**src/rtl/bsal_pkg.sv**
```systemverilog
// Shared types and constants for the any-length bitonic sorter.
`default_nettype none
package bsal_pkg;

  // Fixed field widths on the stream ports
  localparam int FIELD_W = 64;
  localparam int TDATA_W = 2 * FIELD_W;

  // Controller states
  typedef enum logic [2:0] {
    ST_LOAD,
    ST_SORT,
    ST_XRD,
    ST_XWA,
    ST_XWB,
    ST_ERD,
    ST_ELD
  } state_t;

  // Kind of a network frame on the recursion stack
  typedef enum logic {
    FR_SORT,
    FR_MERGE
  } frame_kind_t;

  // Frame progress
  typedef enum logic [1:0] {
    PH_FIRST,
    PH_SECOND,
    PH_THIRD
  } phase_t;

  // Datapath operations
  typedef enum logic [2:0] {
    DP_NOP,
    DP_LOAD,
    DP_XRD,
    DP_XWA,
    DP_XWB,
    DP_ORD,
    DP_OLD
  } dp_op_t;

  typedef struct packed {
    dp_op_t op;
    logic   up;
    logic   last;
  } dp_cmd_t;

endpackage
`default_nettype wire

```
**src/rtl/bsal_ctrl.sv**
```systemverilog
// Sequencer for the sorter: load count, network recursion stack and emission.
`default_nettype none
module bsal_ctrl import bsal_pkg::*; #(
  parameter int MAX_ITEMS = 64,
  localparam int IDX_W    = $clog2(MAX_ITEMS),
  localparam int CNT_W    = $clog2(MAX_ITEMS + 1)
) (
  input  wire logic             clk,
  input  wire logic             rst_n,
  input  wire logic             cfg_wr_en,
  input  wire logic             cfg_wr_data,
  input  wire logic             in_tvalid,
  output logic                  in_tready,
  input  wire logic             in_tlast,
  input  wire logic             out_free,
  output dp_cmd_t               cmd,
  output logic [IDX_W-1:0]      addr_a,
  output logic [IDX_W-1:0]      addr_b
);

  localparam int STK_DEPTH = 2 * IDX_W + 4;
  localparam int STK_W     = $clog2(STK_DEPTH);
  localparam int SP_W      = $clog2(STK_DEPTH + 1);

  typedef struct packed {
    frame_kind_t     kind;
    phase_t          phase;
    logic            up;
    logic [IDX_W-1:0] base;
    logic [CNT_W-1:0] len;
  } frame_t;

  // Largest power of two strictly below v (v of two or more)
  function automatic logic [CNT_W-1:0] pow2_below(input logic [CNT_W-1:0] v);
    logic [CNT_W-1:0] d;
    logic [CNT_W-1:0] r;
    d = v - CNT_W'(1);
    r = '0;
    for (int j = 0; j < CNT_W; j++) begin
      if (d[j]) r = CNT_W'(1) << j;
    end
    return r;
  endfunction

  state_t           state_r, state_nxt;
  logic [CNT_W-1:0] cnt_r, cnt_nxt;
  logic [IDX_W-1:0] k_r, k_nxt;
  logic [IDX_W-1:0] idx_r, idx_nxt;
  logic [SP_W-1:0]  sp_r, sp_nxt;
  logic             asc_r;
  frame_t           stk_r [STK_DEPTH];

  frame_t           top, top_val, push_val;
  logic             top_we, push_we;
  logic [STK_W-1:0] top_idx;
  logic [CNT_W-1:0] m, half, nx, pa, pb;

  assign top_idx = STK_W'(sp_r - SP_W'(1));
  assign top     = stk_r[top_idx];
  assign m       = pow2_below(top.len);
  assign half    = top.len >> 1;
  assign nx      = top.len - m;
  assign pa      = CNT_W'(top.base) + CNT_W'(idx_r);
  assign pb      = pa + m;

  // Next state and commands
  always_comb begin
    state_nxt = state_r;
    cnt_nxt   = cnt_r;
    k_nxt     = k_r;
    idx_nxt   = idx_r;
    sp_nxt    = sp_r;
    top_we    = 1'b0;
    push_we   = 1'b0;
    top_val   = top;
    push_val  = top;
    cmd.op    = DP_NOP;
    cmd.up    = top.up;
    cmd.last  = 1'b0;
    addr_a    = pa[IDX_W-1:0];
    addr_b    = pb[IDX_W-1:0];
    in_tready = 1'b0;
    unique case (state_r)
      ST_LOAD: begin
        in_tready = 1'b1;
        addr_a    = cnt_r[IDX_W-1:0];
        if (in_tvalid) begin
          if (cnt_r != CNT_W'(MAX_ITEMS)) begin
            cmd.op  = DP_LOAD;
            cnt_nxt = cnt_r + CNT_W'(1);
          end
          if (in_tlast) begin
            // Open the whole run as one sort frame
            push_we        = 1'b1;
            push_val.kind  = FR_SORT;
            push_val.phase = PH_FIRST;
            push_val.up    = asc_r;
            push_val.base  = '0;
            push_val.len   = cnt_nxt;
            sp_nxt         = SP_W'(1);
            state_nxt      = ST_SORT;
          end
        end
      end
      ST_SORT: begin
        if (sp_r == '0) begin
          k_nxt     = '0;
          state_nxt = ST_ERD;
        end else if (top.len <= CNT_W'(1)) begin
          sp_nxt = sp_r - SP_W'(1);
        end else if (top.kind == FR_SORT) begin
          unique case (top.phase)
            PH_FIRST: begin
              top_we         = 1'b1;
              top_val.phase  = PH_SECOND;
              push_we        = 1'b1;
              push_val.phase = PH_FIRST;
              push_val.up    = !top.up;
              push_val.len   = half;
              sp_nxt         = sp_r + SP_W'(1);
            end
            PH_SECOND: begin
              top_we         = 1'b1;
              top_val.phase  = PH_THIRD;
              push_we        = 1'b1;
              push_val.phase = PH_FIRST;
              push_val.base  = top.base + half[IDX_W-1:0];
              push_val.len   = top.len - half;
              sp_nxt         = sp_r + SP_W'(1);
            end
            default: begin
              top_we        = 1'b1;
              top_val.kind  = FR_MERGE;
              top_val.phase = PH_FIRST;
            end
          endcase
        end else begin
          unique case (top.phase)
            PH_FIRST: begin
              idx_nxt   = '0;
              state_nxt = ST_XRD;
            end
            PH_SECOND: begin
              top_we         = 1'b1;
              top_val.phase  = PH_THIRD;
              push_we        = 1'b1;
              push_val.phase = PH_FIRST;
              push_val.len   = m;
              sp_nxt         = sp_r + SP_W'(1);
            end
            default: begin
              top_we        = 1'b1;
              top_val.phase = PH_FIRST;
              top_val.base  = top.base + m[IDX_W-1:0];
              top_val.len   = nx;
            end
          endcase
        end
      end
      ST_XRD: begin
        cmd.op    = DP_XRD;
        state_nxt = ST_XWA;
      end
      ST_XWA: begin
        cmd.op    = DP_XWA;
        state_nxt = ST_XWB;
      end
      ST_XWB: begin
        cmd.op = DP_XWB;
        if (CNT_W'(idx_r) + CNT_W'(1) == nx) begin
          top_we        = 1'b1;
          top_val.phase = PH_SECOND;
          state_nxt     = ST_SORT;
        end else begin
          idx_nxt   = idx_r + IDX_W'(1);
          state_nxt = ST_XRD;
        end
      end
      ST_ERD: begin
        cmd.op    = DP_ORD;
        addr_a    = k_r;
        state_nxt = ST_ELD;
      end
      ST_ELD: begin
        addr_a = k_r;
        if (out_free) begin
          cmd.op   = DP_OLD;
          cmd.last = (CNT_W'(k_r) + CNT_W'(1) == cnt_r);
          if (cmd.last) begin
            cnt_nxt   = '0;
            state_nxt = ST_LOAD;
          end else begin
            k_nxt     = k_r + IDX_W'(1);
            state_nxt = ST_ERD;
          end
        end
      end
      default: state_nxt = ST_LOAD;
    endcase
  end

  // Control registers
  always_ff @(posedge clk) begin
    if (!rst_n) begin
      state_r <= ST_LOAD;
      cnt_r   <= '0;
      sp_r    <= '0;
      asc_r   <= 1'b1;
    end else begin
      state_r <= state_nxt;
      cnt_r   <= cnt_nxt;
      sp_r    <= sp_nxt;
      if (cfg_wr_en) asc_r <= cfg_wr_data;
    end
  end

  // Counters and recursion stack
  always_ff @(posedge clk) begin
    k_r   <= k_nxt;
    idx_r <= idx_nxt;
    if (top_we) stk_r[top_idx] <= top_val;
    if (push_we) stk_r[STK_W'(state_r == ST_LOAD ? SP_W'(0) : sp_r)] <= push_val;
  end

endmodule
`default_nettype wire

```
**config.mk**
```make
export PLATFORM = sky130hd
export DESIGN_NAME = bsal_ctrl
export DESIGN_NICKNAME = d
export VERILOG_FILES = /design/src/rtl/bsal_pkg.sv /design/src/rtl/bsal_ctrl.sv
export SDC_FILE = /design/constraint.sdc
export NUM_CORES = 1
export LEC_CHECK = 0
export ABC_AREA = 1
export BUFFER_PORTS_ARGS = -buffer_cell sky130_fd_sc_hd__buf_4
export CAP_MARGIN = 20
export CORE_ASPECT_RATIO = 0.75
export CORE_MARGIN = 2
export CORE_UTILIZATION = 60
export DETAILED_ROUTE_END_ITERATION = 7
export PLACE_DENSITY = 0.76
export SYNTH_ARGS = -nofsm -noshare
export SYNTH_HDL_FRONTEND = slang
export SYNTH_SLANG_ARGS = --single-unit
export TNS_END_PERCENT = 100
```
**constraint.sdc**
```tcl
create_clock -name clk -period 9.5 [get_ports clk]
set_input_delay 0.95 -clock clk [delete_from_list [all_inputs] [get_ports clk]]
set_output_delay 0.95 -clock clk [all_outputs]
set_load 0.01 [all_outputs]
```
==> metrics.csv <==
metric,value,unit
cpMaxStageDelayCell,dfxtp_4,
grt-ovfl-total,0,
gp_congestion,1.01,
drive_gt1_share,7.74,%
hpwl,47200,µm
topRoutingLayerUsed,met4,
synth-async-reset-ratio,0,%
worstPathRequired,9.73,ns
syn_inst,2599,
fin_crit_sh,93.7,%
ys_warn_count,0,
cp_max_fo,60,
drtPass1Iterations,7,
antenna_found_initial,0,
grt_pass1_vias,16900,
cp.arrival,9.13,ns
holdWs,0.503,ns
cp-start-kind,register,
cts_tree,built,
nFillCells,2868,
synth_edf_count,284,
dieArea,34700,µm²
max_stage_delay,0.77,ns
ctsResizeCount,0,
met3_length,11200,µm
cp_common_cell,nand2_1,
final.min_clock_period,8.90,ns
rsz0062_at_grt,false,
wirelength_met1,27100,µm
dieWidth,214,µm
cts_hold_buf,0,
yosysMostFrequentCell,nand2_1,
grt_max_degree,79,
yosys.area.top_type,edfxtp_1,
finalHoldViolCount,0,
syn_area_per_cell,7.67,µm²
critPathCaptureType,register,
cts_setup_buffers,0,
regToRegSetupSlack,0.60,ns
synth_area_leaders,"edfxtp_1 (43%), nand2_1 (20%), nand3_1 (4.5%), nor2_1 (4.2%), inv_1 (3.5%)",
crit_buf_inv,10,
fmax,0.112,GHz
holdCritPathClass,register to register,
crit_family,simple AND/OR/NAND/NOR gates,
finalSetupViolations,0,
slew_violations,0,
synth-seq-cells,300,
grtUsageTotal,39.6,%
drc,0,
cap_violations,0,
relSlewSlack,24.1,%
register_area,8850,µm²
ys_types,48,
ioPinCount,25,
setup_tns,0,ns
drt-total-wl,69700,µm
fin_skew,0.0409,ns
nNetsFinal,2604,
wire_per_inst,23.2,µm
multiInputGateArea,9410,µm²
initial_utilization,61.3,%
clock-root-buffer,clkbuf_16,
status,completed,
synth_seq_area_share,44.4,%
clk_path_buf_depth,3,
h-tree-depth,1,
placementRows,57,
num_vias,18700,
synth_nets,2664,
syn2layout_area_growth,4.86,%
grt_pass1_wl,104000,µm
worstSetupPathType,register to register,
placeableCoreArea,32500,µm²
yosysTopAreaCellShare,42.8,%
path_clk_slew,0.07,ns
worst_pin_slew,1.14,ns
clock_latency,0.61,ns
cts-buffers-inserted,31,
viasPerCell,6.21,
synthesis.area,19900,µm²
first_iter_violations,3360,
yosys-top-cells-count,"nand2_1 (1075), edfxtp_1 (284), nor2_1 (225)",
io_buffers,24,
ant_nets,0,
die_y,162,µm
met2_length,28300,µm
synth_ff_type,edfxtp_1,
clock-sinks,300,
## layer usage
| layer | vias up | global-route usage, % |
|---|---|---|
| met3 | 240 | 11.9 |
| met2 | 1520 | 55.7 |
| met4 | 0 | 15.3 |
| li1 | 8291 | - |
| met5 | - | 0 |
| met1 | 8601 | 57.5 |
## worst min-delay path: stages, from the launching register on
cell and delay, ns:
dfxtp_1 0.34, inv_1 0.05, o21ai_0 0.07
## per-stage QoR
| stage | setup WS, ns | instance area, µm² | std cells | utilization [%] |
|---|---|---|---|---|
| after floorplan | 2.37 | 19900 | 2599 | - |
| after global placement | 1.19 | 20000 | 2948 | 61.4 |
| after detailed placement | 0.868 | 20000 | 2948 | 61.4 |
| after CTS | 0.791 | 20900 | 3001 | 64.3 |
| after global routing | 0.0331 | 20900 | 3001 | 64.3 |
| final | 0.601 | 20900 | 3002 | 64.3 |
## cell type report
type | instances | share of cell area, %
Sequential cell | 300 | 42.3
Multi-Input combinational cell | 1950 | 45.0
Inverter | 210 | 3.79
Antenna cell | 1 | 0.0120
Tap cell | 442 | 2.65
Clock inverter | 16 | 0.676
Timing Repair Buffer | 46 | 1.71
Clock buffer | 37 | 3.82
## registers in the layout, summed over array words and instances, names as in the netlist
register	cells
asc_r	1
cnt_r	7
idx_r	6
k_r	6
sp_r	5
state_r	3
stk_r	272
## cell families after synthesis
kind of cell             count (synthesis)  synth area share [%]
AND/OR/NAND/NOR                       1585                  33.7
AO/OA/AOI/OAI                          262                  7.63
flip-flops                             300                  44.4
adder cells (fa/ha/maj)                 58                  3.87
buffers and inverters                  349                  8.46
XOR/XNOR                                45                  1.98
## final timing paths
kind                                  end                 start  depth (start not counted)
setup / recovery  stk_r[11][14]$_DFFE_PP_  sp_r[0]$_SDFFE_PN0P_                         39
hold / removal         asc_r$_SDFFE_PN1P_    asc_r$_SDFFE_PN1P_                          2
setup reg to reg  stk_r[11][14]$_DFFE_PP_  sp_r[0]$_SDFFE_PN0P_                         39
hold reg to reg        asc_r$_SDFFE_PN1P_    asc_r$_SDFFE_PN1P_                          2
## cell usage in the layout (no fill, tap or decap), types with 5 or more instances in the layout
cell type,count
nand2_1,1074
edfxtp_1,284
nor2_1,225
inv_1,188
nand3_1,178
o21ai_0,135
ha_1,51
a21oi_1,45
buf_4,45
xor2_1,34
o22ai_1,32
clkbuf_16,31
nand2_2,30
inv_2,18
o21ai_1,18
dfxtp_1,15
nand4_1,14
nor2_2,13
nor2_4,11
xnor2_1,11
clkinv_1,10
nand4_4,9
nand4_2,7
a22oi_1,6
o211ai_1,6
nor3_1,6
nand3b_1,6
o21ai_4,6
fa_1,6
clkbuf_1,6
nand3_2,5
Power is not shown: default switching activity piles up to over one toggle a cycle in this logic, so the estimate is an artifact.
